File: src/rtl/core/mhpq_pkg.sv
// ----------------------------------------------------------------------------
// mhpq_pkg
// Shared types and codes for the binary max-heap priority queue core.
// ----------------------------------------------------------------------------
`default_nettype none

package mhpq_pkg;

    // sequencer states
    typedef enum logic [3:0] {
        ST_IDLE,
        ST_UP,
        ST_UP_CMP,
        ST_DN_LAST,
        ST_DN_GET,
        ST_DN,
        ST_DN_R,
        ST_DN_CMP,
        ST_DONE
    } t_state;

    // result status codes
    localparam int unsigned STATUS_W = 2;
    typedef logic [STATUS_W-1:0] t_status;
    localparam t_status STAT_OK    = 2'd0;
    localparam t_status STAT_EMPTY = 2'd1;
    localparam t_status STAT_FULL  = 2'd2;

    // request kinds carried on tuser
    localparam logic ACT_INSERT = 1'b0;
    localparam logic ACT_POP    = 1'b1;

endpackage

`default_nettype wire

File: src/rtl/core/max_heap_priority_queue_core.sv
// ----------------------------------------------------------------------------
// max_heap_priority_queue_core
// Bounded binary max-heap priority queue; slots live in one synchronous RAM,
// the entry being sifted is held in a register and written once it settles.
// ----------------------------------------------------------------------------
//  channel | dir | tdata (low bit first)                         | tuser
//  s       | in  | in_value, in_priority                         | action
//  m       | out | out_value, out_priority, status, entry_count, | -
//          |     | top_value, queue_empty, zero fill             |
//
//  One request at a time. Insert climbs one level per parent read then
//  compare/write pair. Pop descends one level per two child reads through
//  the single RAM read port and a compare/write.
//  Reset is synchronous; the queue comes up empty, no clearing pass.
//  A held result blocks only the final hand-off; the next request is taken
//  as soon as the result is loaded into the output register.
// ----------------------------------------------------------------------------
`default_nettype none

module max_heap_priority_queue_core #(
    parameter  int unsigned DEPTH          = 64,
    parameter  int unsigned VALUE_WIDTH    = 32,
    parameter  int unsigned PRIORITY_WIDTH = 16,
    localparam int unsigned CNT_W          = $clog2(DEPTH + 1),
    localparam int unsigned IN_W           = ((VALUE_WIDTH + PRIORITY_WIDTH + 7) / 8) * 8,
    localparam int unsigned OUT_W          =
        ((2 * VALUE_WIDTH + PRIORITY_WIDTH + mhpq_pkg::STATUS_W + CNT_W + 1 + 7) / 8) * 8
) (
    input  wire logic             i_clk,
    input  wire logic             i_rst_n,
    // request stream
    input  wire logic             i_s_tvalid,
    output      logic             o_s_tready,
    input  wire logic [IN_W-1:0]  i_s_tdata,   // in_value, in_priority, zero fill
    input  wire logic             i_s_tuser,   // action
    // result stream
    output      logic             o_m_tvalid,
    input  wire logic             i_m_tready,
    output      logic [OUT_W-1:0] o_m_tdata    // out_value, out_priority, status,
                                               // entry_count, top_value,
                                               // queue_empty, zero fill
);

    import mhpq_pkg::*;

    localparam int unsigned VW     = VALUE_WIDTH;
    localparam int unsigned PW     = PRIORITY_WIDTH;
    localparam int unsigned AW     = $clog2(DEPTH);
    localparam int unsigned DW     = VW + PW;
    localparam int unsigned O_OVAL = 0;
    localparam int unsigned O_OPRI = O_OVAL + VW;
    localparam int unsigned O_STAT = O_OPRI + PW;
    localparam int unsigned O_CNT  = O_STAT + STATUS_W;
    localparam int unsigned O_TOP  = O_CNT + CNT_W;
    localparam int unsigned O_EMP  = O_TOP + VW;
    localparam logic [CNT_W-1:0] FULL_CNT = CNT_W'(DEPTH);
    localparam logic [CNT_W-1:0] ROOT_SLOT = CNT_W'(1);

    // slot number (1-based) to RAM address
    function automatic logic [AW-1:0] f_addr(input logic [CNT_W-1:0] slot);
        logic [CNT_W-1:0] t;
        t = slot - ROOT_SLOT;
        return t[AW-1:0];
    endfunction

    t_state            r_state, n_state;
    logic [CNT_W-1:0]  r_count, n_count;
    logic [CNT_W-1:0]  r_i, n_i;
    logic [CNT_W-1:0]  r_j, n_j;
    logic [VW-1:0]     r_e_val, n_e_val;
    logic [PW-1:0]     r_e_pri, n_e_pri;
    logic [VW-1:0]     r_c_val, n_c_val;
    logic [PW-1:0]     r_c_pri, n_c_pri;
    logic              r_has_r, n_has_r;
    logic [VW-1:0]     r_top_val;
    logic [PW-1:0]     r_top_pri;
    logic [VW-1:0]     r_pop_val, n_pop_val;
    logic [PW-1:0]     r_pop_pri, n_pop_pri;
    t_status           r_status, n_status;
    logic              r_out_valid;
    logic [OUT_W-1:0]  r_out_data;

    logic              w_in_fire;
    logic              w_out_free;
    logic [VW-1:0]     w_in_val;
    logic [PW-1:0]     w_in_pri;
    logic [DW-1:0]     w_rdata;
    logic [VW-1:0]     w_rd_val;
    logic [PW-1:0]     w_rd_pri;
    logic              w_up_gt;
    logic [CNT_W:0]    w_j;
    logic              w_j_past;
    logic              w_right_gt;
    logic [VW-1:0]     w_ch_val;
    logic [PW-1:0]     w_ch_pri;
    logic [CNT_W-1:0]  w_ch_idx;
    logic              w_child_gt;
    logic [OUT_W-1:0]  w_pack;

    logic              mem_we;
    logic [AW-1:0]     mem_waddr;
    logic [DW-1:0]     mem_wdata;
    logic              mem_re;
    logic [AW-1:0]     mem_raddr;

    // slot memory
    mhpq_store #(
        .DEPTH  (DEPTH),
        .ADDR_W (AW),
        .DATA_W (DW)
    ) u_store (
        .i_clk   (i_clk),
        .i_we    (mem_we),
        .i_waddr (mem_waddr),
        .i_wdata (mem_wdata),
        .i_re    (mem_re),
        .i_raddr (mem_raddr),
        .o_rdata (w_rdata)
    );

    // handshakes and field unpacking
    assign o_s_tready = (r_state == ST_IDLE);
    assign w_in_fire  = i_s_tvalid && o_s_tready;
    assign w_out_free = !r_out_valid || i_m_tready;
    assign w_in_val   = i_s_tdata[VW-1:0];
    assign w_in_pri   = i_s_tdata[VW+PW-1:VW];
    assign w_rd_val   = w_rdata[VW-1:0];
    assign w_rd_pri   = w_rdata[DW-1:VW];

    // sift comparisons
    assign w_up_gt    = $signed(r_e_pri) > $signed(w_rd_pri);
    assign w_j        = {r_i, 1'b0};
    assign w_j_past   = w_j > {1'b0, r_count};
    assign w_right_gt = r_has_r && ($signed(w_rd_pri) > $signed(r_c_pri));
    assign w_ch_val   = w_right_gt ? w_rd_val : r_c_val;
    assign w_ch_pri   = w_right_gt ? w_rd_pri : r_c_pri;
    assign w_ch_idx   = w_right_gt ? (r_j + ROOT_SLOT) : r_j;
    assign w_child_gt = $signed(w_ch_pri) > $signed(r_e_pri);

    // next state
    always_comb begin
        n_state = r_state;
        unique case (r_state)
            ST_IDLE: begin
                if (w_in_fire) begin
                    if (i_s_tuser == ACT_POP) begin
                        n_state = (r_count == '0) ? ST_DONE : ST_DN_LAST;
                    end else if (r_count == FULL_CNT || r_count == '0) begin
                        n_state = ST_DONE;
                    end else begin
                        n_state = ST_UP;
                    end
                end
            end
            ST_UP:      n_state = (r_i == ROOT_SLOT) ? ST_DONE : ST_UP_CMP;
            ST_UP_CMP:  n_state = w_up_gt ? ST_UP : ST_DONE;
            ST_DN_LAST: n_state = ST_DN_GET;
            ST_DN_GET:  n_state = (r_count == '0) ? ST_DONE : ST_DN;
            ST_DN:      n_state = w_j_past ? ST_DONE : ST_DN_R;
            ST_DN_R:    n_state = ST_DN_CMP;
            ST_DN_CMP:  n_state = w_child_gt ? ST_DN : ST_DONE;
            ST_DONE:    n_state = w_out_free ? ST_IDLE : ST_DONE;
            default:    n_state = ST_IDLE;
        endcase
    end

    // datapath and memory control
    always_comb begin
        n_count   = r_count;
        n_i       = r_i;
        n_j       = r_j;
        n_e_val   = r_e_val;
        n_e_pri   = r_e_pri;
        n_c_val   = r_c_val;
        n_c_pri   = r_c_pri;
        n_has_r   = r_has_r;
        n_pop_val = r_pop_val;
        n_pop_pri = r_pop_pri;
        n_status  = r_status;
        mem_we    = 1'b0;
        mem_waddr = '0;
        mem_wdata = {r_e_pri, r_e_val};
        mem_re    = 1'b0;
        mem_raddr = '0;
        unique case (r_state)
            ST_IDLE: begin
                if (w_in_fire) begin
                    n_pop_val = '0;
                    n_pop_pri = '0;
                    n_status  = STAT_OK;
                    if (i_s_tuser == ACT_POP) begin
                        if (r_count == '0) begin
                            n_status = STAT_EMPTY;
                        end else begin
                            n_pop_val = r_top_val;
                            n_pop_pri = r_top_pri;
                            n_count   = r_count - ROOT_SLOT;
                        end
                    end else if (r_count == FULL_CNT) begin
                        n_status = STAT_FULL;
                    end else begin
                        n_count = r_count + ROOT_SLOT;
                        n_i     = r_count + ROOT_SLOT;
                        n_e_val = w_in_val;
                        n_e_pri = w_in_pri;
                        // first entry goes straight to the root
                        if (r_count == '0) begin
                            mem_we    = 1'b1;
                            mem_wdata = {w_in_pri, w_in_val};
                        end
                    end
                end
            end
            ST_UP: begin
                if (r_i == ROOT_SLOT) begin
                    mem_we = 1'b1;
                end else begin
                    mem_re    = 1'b1;
                    mem_raddr = f_addr(r_i >> 1);
                end
            end
            ST_UP_CMP: begin
                mem_we    = 1'b1;
                mem_waddr = f_addr(r_i);
                if (w_up_gt) begin
                    mem_wdata = w_rdata;
                    n_i       = r_i >> 1;
                end
            end
            ST_DN_LAST: begin
                // old last slot sits at address equal to the new count
                mem_re    = 1'b1;
                mem_raddr = r_count[AW-1:0];
            end
            ST_DN_GET: begin
                n_e_val = w_rd_val;
                n_e_pri = w_rd_pri;
                n_i     = ROOT_SLOT;
            end
            ST_DN: begin
                if (w_j_past) begin
                    mem_we    = 1'b1;
                    mem_waddr = f_addr(r_i);
                end else begin
                    mem_re    = 1'b1;
                    mem_raddr = f_addr(w_j[CNT_W-1:0]);
                    n_j       = w_j[CNT_W-1:0];
                end
            end
            ST_DN_R: begin
                n_c_val = w_rd_val;
                n_c_pri = w_rd_pri;
                n_has_r = r_j < r_count;
                if (r_j < r_count) begin
                    mem_re    = 1'b1;
                    mem_raddr = r_j[AW-1:0];
                end
            end
            ST_DN_CMP: begin
                mem_we    = 1'b1;
                mem_waddr = f_addr(r_i);
                if (w_child_gt) begin
                    mem_wdata = {w_ch_pri, w_ch_val};
                    n_i       = w_ch_idx;
                end
            end
            ST_DONE: begin
            end
            default: begin
            end
        endcase
    end

    // result packing
    always_comb begin
        w_pack = '0;
        w_pack[O_OVAL +: VW]       = r_pop_val;
        w_pack[O_OPRI +: PW]       = r_pop_pri;
        w_pack[O_STAT +: STATUS_W] = r_status;
        w_pack[O_CNT +: CNT_W]     = r_count;
        w_pack[O_TOP +: VW]        = (r_count != '0) ? r_top_val : '0;
        w_pack[O_EMP]              = (r_count == '0);
    end

    // control registers
    always_ff @(posedge i_clk) begin
        if (!i_rst_n) begin
            r_state     <= ST_IDLE;
            r_count     <= '0;
            r_out_valid <= 1'b0;
        end else begin
            r_state <= n_state;
            r_count <= n_count;
            if (r_state == ST_DONE && w_out_free) begin
                r_out_valid <= 1'b1;
            end else if (i_m_tready) begin
                r_out_valid <= 1'b0;
            end
        end
    end

    // payload registers
    always_ff @(posedge i_clk) begin
        r_i       <= n_i;
        r_j       <= n_j;
        r_e_val   <= n_e_val;
        r_e_pri   <= n_e_pri;
        r_c_val   <= n_c_val;
        r_c_pri   <= n_c_pri;
        r_has_r   <= n_has_r;
        r_pop_val <= n_pop_val;
        r_pop_pri <= n_pop_pri;
        r_status  <= n_status;
        // root copy follows every write to slot one
        if (mem_we && mem_waddr == '0) begin
            r_top_val <= mem_wdata[VW-1:0];
            r_top_pri <= mem_wdata[DW-1:VW];
        end
        if (r_state == ST_DONE && w_out_free) begin
            r_out_data <= w_pack;
        end
    end

    assign o_m_tvalid = r_out_valid;
    assign o_m_tdata  = r_out_data;

`ifndef NO_ASSERTIONS
    // held count never passes capacity
    a_count_range: assert property (@(posedge i_clk) disable iff (!i_rst_n)
        r_count <= FULL_CNT)
        else $error("entry count above capacity");

    // no read and write of the same slot in one cycle
    a_no_rw_clash: assert property (@(posedge i_clk) disable iff (!i_rst_n)
        !(mem_we && mem_re && mem_waddr == mem_raddr))
        else $error("read and write hit the same slot");

    // accepted insert on a queue with room grows it by one
    a_insert_grow: assert property (@(posedge i_clk) disable iff (!i_rst_n)
        (w_in_fire && i_s_tuser == ACT_INSERT && r_count != FULL_CNT)
        |=> r_count == $past(r_count) + ROOT_SLOT)
        else $error("insert did not grow the queue");

    // a full report carries a full count
    a_full_count: assert property (@(posedge i_clk) disable iff (!i_rst_n)
        (r_out_valid && r_out_data[O_STAT +: STATUS_W] == STAT_FULL)
        |-> r_out_data[O_CNT +: CNT_W] == FULL_CNT)
        else $error("full status with count below capacity");

    // an empty report carries the empty flag
    a_empty_flag: assert property (@(posedge i_clk) disable iff (!i_rst_n)
        (r_out_valid && r_out_data[O_STAT +: STATUS_W] == STAT_EMPTY)
        |-> r_out_data[O_EMP])
        else $error("empty status without empty flag");
`endif

endmodule

`default_nettype wire

File: src/rtl/core/mhpq_store.sv
// ----------------------------------------------------------------------------
// mhpq_store
// Heap slot memory: one write port, one read port, registered read data.
// ----------------------------------------------------------------------------
`default_nettype none

module mhpq_store #(
    parameter int unsigned DEPTH  = 64,
    parameter int unsigned ADDR_W = 6,
    parameter int unsigned DATA_W = 48
) (
    input  wire logic              i_clk,
    input  wire logic              i_we,
    input  wire logic [ADDR_W-1:0] i_waddr,
    input  wire logic [DATA_W-1:0] i_wdata,
    input  wire logic              i_re,
    input  wire logic [ADDR_W-1:0] i_raddr,
    output      logic [DATA_W-1:0] o_rdata
);

    logic [DATA_W-1:0] mem [0:DEPTH-1];
    logic [DATA_W-1:0] r_rdata;

    // synchronous write and registered read
    always_ff @(posedge i_clk) begin
        if (i_we) begin
            mem[i_waddr] <= i_wdata;
        end
        if (i_re) begin
            r_rdata <= mem[i_raddr];
        end
    end

    assign o_rdata = r_rdata;

endmodule

`default_nettype wire

File: config.mk
export PLATFORM = sky130hd
export DESIGN_NAME = max_heap_priority_queue_core
export DESIGN_NICKNAME = d
export VERILOG_FILES = /design/src/rtl/core/mhpq_pkg.sv /design/src/rtl/core/max_heap_priority_queue_core.sv /design/src/rtl/core/mhpq_store.sv
export SDC_FILE = /design/constraint.sdc
export NUM_CORES = 2
export LEC_CHECK = 0
export ABC_AREA = 1
export BUFFER_PORTS_ARGS = -buffer_cell sky130_fd_sc_hd__buf_2
export CAP_MARGIN = 40
export CELL_PAD_IN_SITES_DETAIL_PLACEMENT = 1
export CELL_PAD_IN_SITES_GLOBAL_PLACEMENT = 2
export CORE_ASPECT_RATIO = 0.8
export CORE_MARGIN = 2
export CORE_UTILIZATION = 40
export CTS_CLUSTER_DIAMETER = 150
export DETAILED_ROUTE_END_ITERATION = 10
export PLACE_DENSITY_LB_ADDON = 0.1
export SLEW_MARGIN = 20
export SYNTH_ARGS = -nofsm -noshare
export SYNTH_HDL_FRONTEND = slang
export SYNTH_HIERARCHICAL = 1
export SYNTH_SLANG_ARGS = --single-unit
File: constraint.sdc
create_clock -name i_clk -period 7.8 [get_ports i_clk]
set_clock_uncertainty 0.1 [all_clocks]
set_input_delay 1.17 -clock i_clk [delete_from_list [all_inputs] [get_ports i_clk]]
set_output_delay 1.17 -clock i_clk [all_outputs]
set_load 0.05 [all_outputs]
# Word level (Yosys, flattened, before mapping)
# Memories as Yosys holds them, arrays and structs flattened. A register that Yosys moved wholly into a read port is not among the register bits.
# Cells that the tools add are included.
# op_classes
add_sub_neg,6
multipliers,0
div,0
order_cmp,5
eq_ne,17
shift,0
muxes,61
bitwise,2
n_reduce_logical,21
# op_table
operator,n
48-bit 2-to-1 mux,6
48-bit case mux with 3 select lines,1
32-bit 2-to-1 mux,4
16-bit 2-to-1 mux,4
32-bit case mux with 2 select lines,1
7-bit 2-to-1 mux,8
16-bit greater-than comparator,3
4-bit 2-to-1 mux,10
4-bit case mux with 9 select lines,1
16-bit case mux with 2 select lines,1
7-bit case mux with 4 select lines,1
6-bit 2-to-1 mux,4
6-bit case mux with 4 select lines,1
6-bit by 1-bit subtractor with 6-bit output (second input constant),3
4-bit by 3-bit == test with 1-bit output (second input constant),4
7-bit by 1-bit adder with 7-bit output (second input constant),2
1-bit 2-to-1 mux,14
2-bit inequality test (second input constant),6
6-bit case mux with 2 select lines,1
4-bit by 2-bit == test with 1-bit output (second input constant),2
8-bit by 7-bit greater-than comparator with 1-bit output,1
1-bit case mux with 4 select lines,2
4-bit AND reduction,2
7-bit by 1-bit == test with 1-bit output (second input constant),1
other kinds (20),29
# word_totals
regBits,310
latch_bits,0
mem_bits_rw,3072
mem_bits_ro,0
mem_count,1
# mem_list
name,words,word_bits,read_ports,rd_ports_with_merged_regs,wr,line,source
u_store.mem,64,48,1,1,1,mhpq_store.sv:21,logic [DATA_W-1:0] mem [0:DEPTH-1];

# Logic depth before layout (Yosys ltp)
# depth
word_depth,8
mapped_depth,34
ltp_nobuf,33

# Modules after synthesis
# The synthesis kept the hierarchy.
# by_module_without_submodules
mod,n_inst,cells_each,area_each_um2,seq_area_each_um2
mhpq_store,1,10108,124809.7,93689.9
max_heap_priority_queue_core,1,1642,15721.3,9188.8

# Worst setup path after synthesis
# Ideal clock, no wire load.
# synth_timing
kind,input to register
start,input i_s_tvalid
end,"memory u_store.mem[48][0], enable pin"
arrival_ns,7.541
setup_slack_ns,-0.416
path_stages,9
path_cell_list,nand2_1 inv_2 nand3_4 buf_6 buf_6 nand3_1 clkbuf_1 nand4_1 nor4_1
# synth_via
elab_chain_cells,5
# synth_lines
element,line,source
start: declaration,max_heap_priority_queue_core.sv:32,"input wire logic i_s_tvalid,"
1-bit logical AND,max_heap_priority_queue_core.sv:123,assign w_in_fire = i_s_tvalid && o_s_tready;
1-bit 2-to-1 mux,max_heap_priority_queue_core.sv:187,if (w_in_fire) begin
1-bit case mux with 4 select lines,max_heap_priority_queue_core.sv:185,unique case (r_state)
via mem_we,max_heap_priority_queue_core.sv:100,logic mem_we;
1-bit 2-to-1 mux,mhpq_store.sv:26,if (i_we) begin
1-bit 2-to-1 mux (not written as such),mhpq_store.sv:27,mem[i_waddr] <= i_wdata;
end: declaration,mhpq_store.sv:21,
# The timed path passes the listed nets, and every way through them passes these cells.

# Worst setup path in the final report
# layout_timing
start,"register u_store.r_rdata[47], in the netlist u_store/o_rdata[47], read port of u_store.mem"
end,"memory u_store.mem[58][6], data pin"
# layout_via
elab_chain_cells,6
elab_cells_between_ends,9
cone_classes,order compare (3); mux (5); reduce/logical (1)
# layout_lines
element,line,source
start: declaration,mhpq_store.sv:22,logic [DATA_W-1:0] r_rdata;
16-bit greater-than comparator,max_heap_priority_queue_core.sv:134,assign w_right_gt = r_has_r && ($signed(w_rd_pri) > $signed(r_c_pri));
1-bit logical AND,max_heap_priority_queue_core.sv:134,
16-bit 2-to-1 mux,max_heap_priority_queue_core.sv:136,assign w_ch_pri = w_right_gt ? w_rd_pri : r_c_pri;
16-bit greater-than comparator,max_heap_priority_queue_core.sv:138,assign w_child_gt = $signed(w_ch_pri) > $signed(r_e_pri);
48-bit 2-to-1 mux,max_heap_priority_queue_core.sv:262,if (w_child_gt) begin
48-bit case mux with 3 select lines *,max_heap_priority_queue_core.sv:185,
via mem_wdata[6],max_heap_priority_queue_core.sv:102,logic [DW-1:0] mem_wdata;
# Mark *: on every way through the listed nets, which the timed path passes. The rest lies on a longest branch.

==> impl_metrics.ini <==
[placed_design]
dpl.hpwl_um = 304000
place_congestion = 0.876
place_inst = 16084
pre_cts_ws_ps = 1260
io_buffers = 144

[power_and_ir_drop]
leakagePower_nw = 56.6
clockPowerShare_pct = 25.8
net-switching-power_mw = 23.9
p_comb_share_pct = 31.0
power.internal_mw = 41.4
seq_power_share_pct = 43.2
powerDensity_nw_per_um2 = 409
ir_drop_uv = 287
p_sw_share_pct = 36.6

[yosys]
synthFlopType = edfxtp_1
synth-edff-count = 3418
synth_top_area_share_pct = 73.0
yosysMostFrequentCell = nand2_1
postSynthAreaPerCell_um2 = 12.0
synth-seq-cells = 3430
syn_inst = 11750
ys_seq_area_share_pct = 73.2
synth_commonest_cells = nand2_1, edfxtp_1, nand3_1
synth_warnings = 6
synth_area_leader_cell = edfxtp_1
synth_area_leaders = edfxtp_1, nand3_1, nand2_1, buf_2, nor2_1
async_flop_share_pct = 0
ys_types = 51
syn_area_um2 = 141000

[finish]
drive_gt1_share_pct = 9.10
area_growth_pct = 13.5
fin_nets = 11964
fillers = 36087
fin_cells = 16747

[hold_path]
min_path_type = flip-flop to flip-flop

[critical_path]
worst-setup-path-type = flip-flop to flip-flop
cp.arrival_ps = 7190
cp_max_fo = 33
cp-end-kind = flip-flop
required_ps = 8370
worst_setup_path_start_kind = flip-flop

[route]
drtIter0Drc = 12345
vias_per_cell = 5.91
met1_length_um = 246000
dr_total_vias = 98915
topRoutingLayerUsed = met5
drtPass1Iterations = 6
wl_met3_um = 40900
wl_met2_um = 255000
ant_nets = 0
drc = 0
drt_wl_total_um = 562000
avgRoutedWirePerCell_um = 33.5

[die]
num_io_pins = 151
initial_core_util_pct = 40.2
fp.dieW_um = 667
die_area_um2 = 356000
rows = 194
core_um2 = 349000
die-height_um = 534

[clock_network]
cts.htree.levels = 5
cts-root-buf = clkbuf_16
holdBufCountCts = 0
cts_resized = 0
cts_num_sinks = 3430
clock_latency_ps = 970
clk_pin_slew_worst_paths_ps = 60
cts_setup_buffers = 0
cts_buffer_depth = 4
cts_buffers = 360
cts_tree = done

[run_status]
status = complete, no violations

[grt]
antenna_found_initial = 46
grt_pass1_wl_um = 778000
overflow = 0
grt_max_degree = 195
track_usage_pct = 31.0
grt_pass1_vias = 96767

[timing]
fmax_mhz = 151
fin_crit_ps = 6620
final_hold_viol_count = 0
relSlewSlack_pct = 17.6
fin_crit_sh_pct = 84.9
maxSlewViolCount = 0
worst_slack_ps = 1180
worstMarginPinSlew_ps = 1240
setup_viol = 0
rsz0062_at_grt = no

[flow_run]
drv_cap = 0
## per-stage QoR
stage          util (%)  power [mW]  area [um2]  TNS, ps  hold WS (ps)
2_1_floorplan         -        39.8      141000  -159630           300
3_3_place_gp       41.9        47.4      146000        0           303
3_5_place_dp       42.4        48.7      148000        0           305
4_1_cts            45.6        65.5      159000        0           319
5_1_grt            45.7        67.9      160000        0           322
6_report           45.7        65.3      160000        0           318
## path summary, 6_finish.rpt
| path | from | to | slack (ps) | depth (start not counted) |
|---|---|---|---|---|
| worst max-delay path | u_store/o_rdata[47]$_DFFE_PP_ | u_store/mem[58][6]$_DFFE_PP_ | 1180 | 24 |
| worst max register to register | u_store/o_rdata[47]$_DFFE_PP_ | u_store/mem[58][6]$_DFFE_PP_ | 1180 | 24 |
| worst min-delay path | r_pop_pri[7]$_SDFFCE_PP0P_ | o_m_tdata[39]$_DFFE_PP_ | 320 | 0 |
| worst min register to register | r_pop_pri[7]$_SDFFCE_PP0P_ | o_m_tdata[39]$_DFFE_PP_ | 320 | 0 |
## critical path: stages (launching register included)
cell and delay (ps):
edfxtp_1 430, ha_1 450, nand2_1 110, nor2_1 210, nand2_1 120, clkinv_1 70, nand2_2 90, nand3_2 90
nand3_1 450, buf_4 410, o21ai_1 240, ha_1 290, a21o_1 160, nor2_1 180, nand2_1 90, nand2_1 80
nand2_1 50, nand2_1 70, nand3_1 180, nand2_1 740, buf_4 480, a21oi_1 120, nor2_1 160, nand3_2 540
buf_16 410
## sequential cells by signal, summed over array words and instances (netlist names), 4 cells and up
register / flops
r_e_pri: 16
r_i: 7
r_c_pri: 16
r_c_val: 32
r_j: 6
r_pop_pri: 16
r_top_val: 32
r_pop_val: 32
u_store/o_rdata: 48
r_top_pri: 16
r_e_val: 32
u_store/mem: 3072
r_state: 4
o_m_tdata: 90
r_count: 7
## cells in the final DEF (no fill, tap or decap), types with 25 or more instances in the layout
| cell | instances |
|---|---|
| o211ai_1 | 37 |
| buf_4 | 167 |
| inv_1 | 224 |
| clkinv_2 | 44 |
| nor2_4 | 62 |
| nand3_1 | 2879 |
| ha_1 | 66 |
| buf_12 | 105 |
| a21oi_1 | 84 |
| clkbuf_1 | 90 |
| clkinv_1 | 87 |
| nand2_1 | 3801 |
| buf_16 | 35 |
| o21ai_1 | 34 |
| clkbuf_16 | 372 |
| nor2_1 | 190 |
| o21ai_0 | 25 |
| diode_2 | 25 |
| buf_2 | 145 |
| edfxtp_1 | 3418 |
## kinds of logic (layout without fill, tap and decap cells)
kind of cell	count (synthesis)	after routing	synth area share, %
adders and majority gates	66	66	0.588
buffers and inverters	987	1348	3.61
other	1	31	0.00267
and+or+nand+nor	7023	7023	21.5
DFF	3430	3430	73.2
AOI/OAI and AO/OA	232	232	1.06
xor gates and xnor gates	11	11	0.0686
## layer usage
metal,vias up,global-route usage (%)
li1,41756,-
met1,52321,45.2
met2,4034,48.2
met3,802,3.93
met4,2,10.0
met5,-,0
## area by class of cell
class	instances	area (um2)	area share (%)
antenna	25	62.6	0.0392
timing repair buffer	467	5250	3.29
clock buffer	464	9670	6.06
sequential	3430	103000	64.5
clock inverter	169	1440	0.903
multi-input combinational	7338	33500	21.0
tap	4606	5760	3.61
inverter	248	985	0.617
## power by group through the flow
stage	Combinational [mW]	Clock, mW	Sequential (mW)
after CTS	20.2	17.1	28.2
after detailed placement	20.1	0	28.6
after global routing	21.9	17.7	28.3
after global placement	18.5	0	29.0
final	20.2	16.8	28.2
after floorplan	10.8	0	29.0
Power figures use the tool's default switching activity.
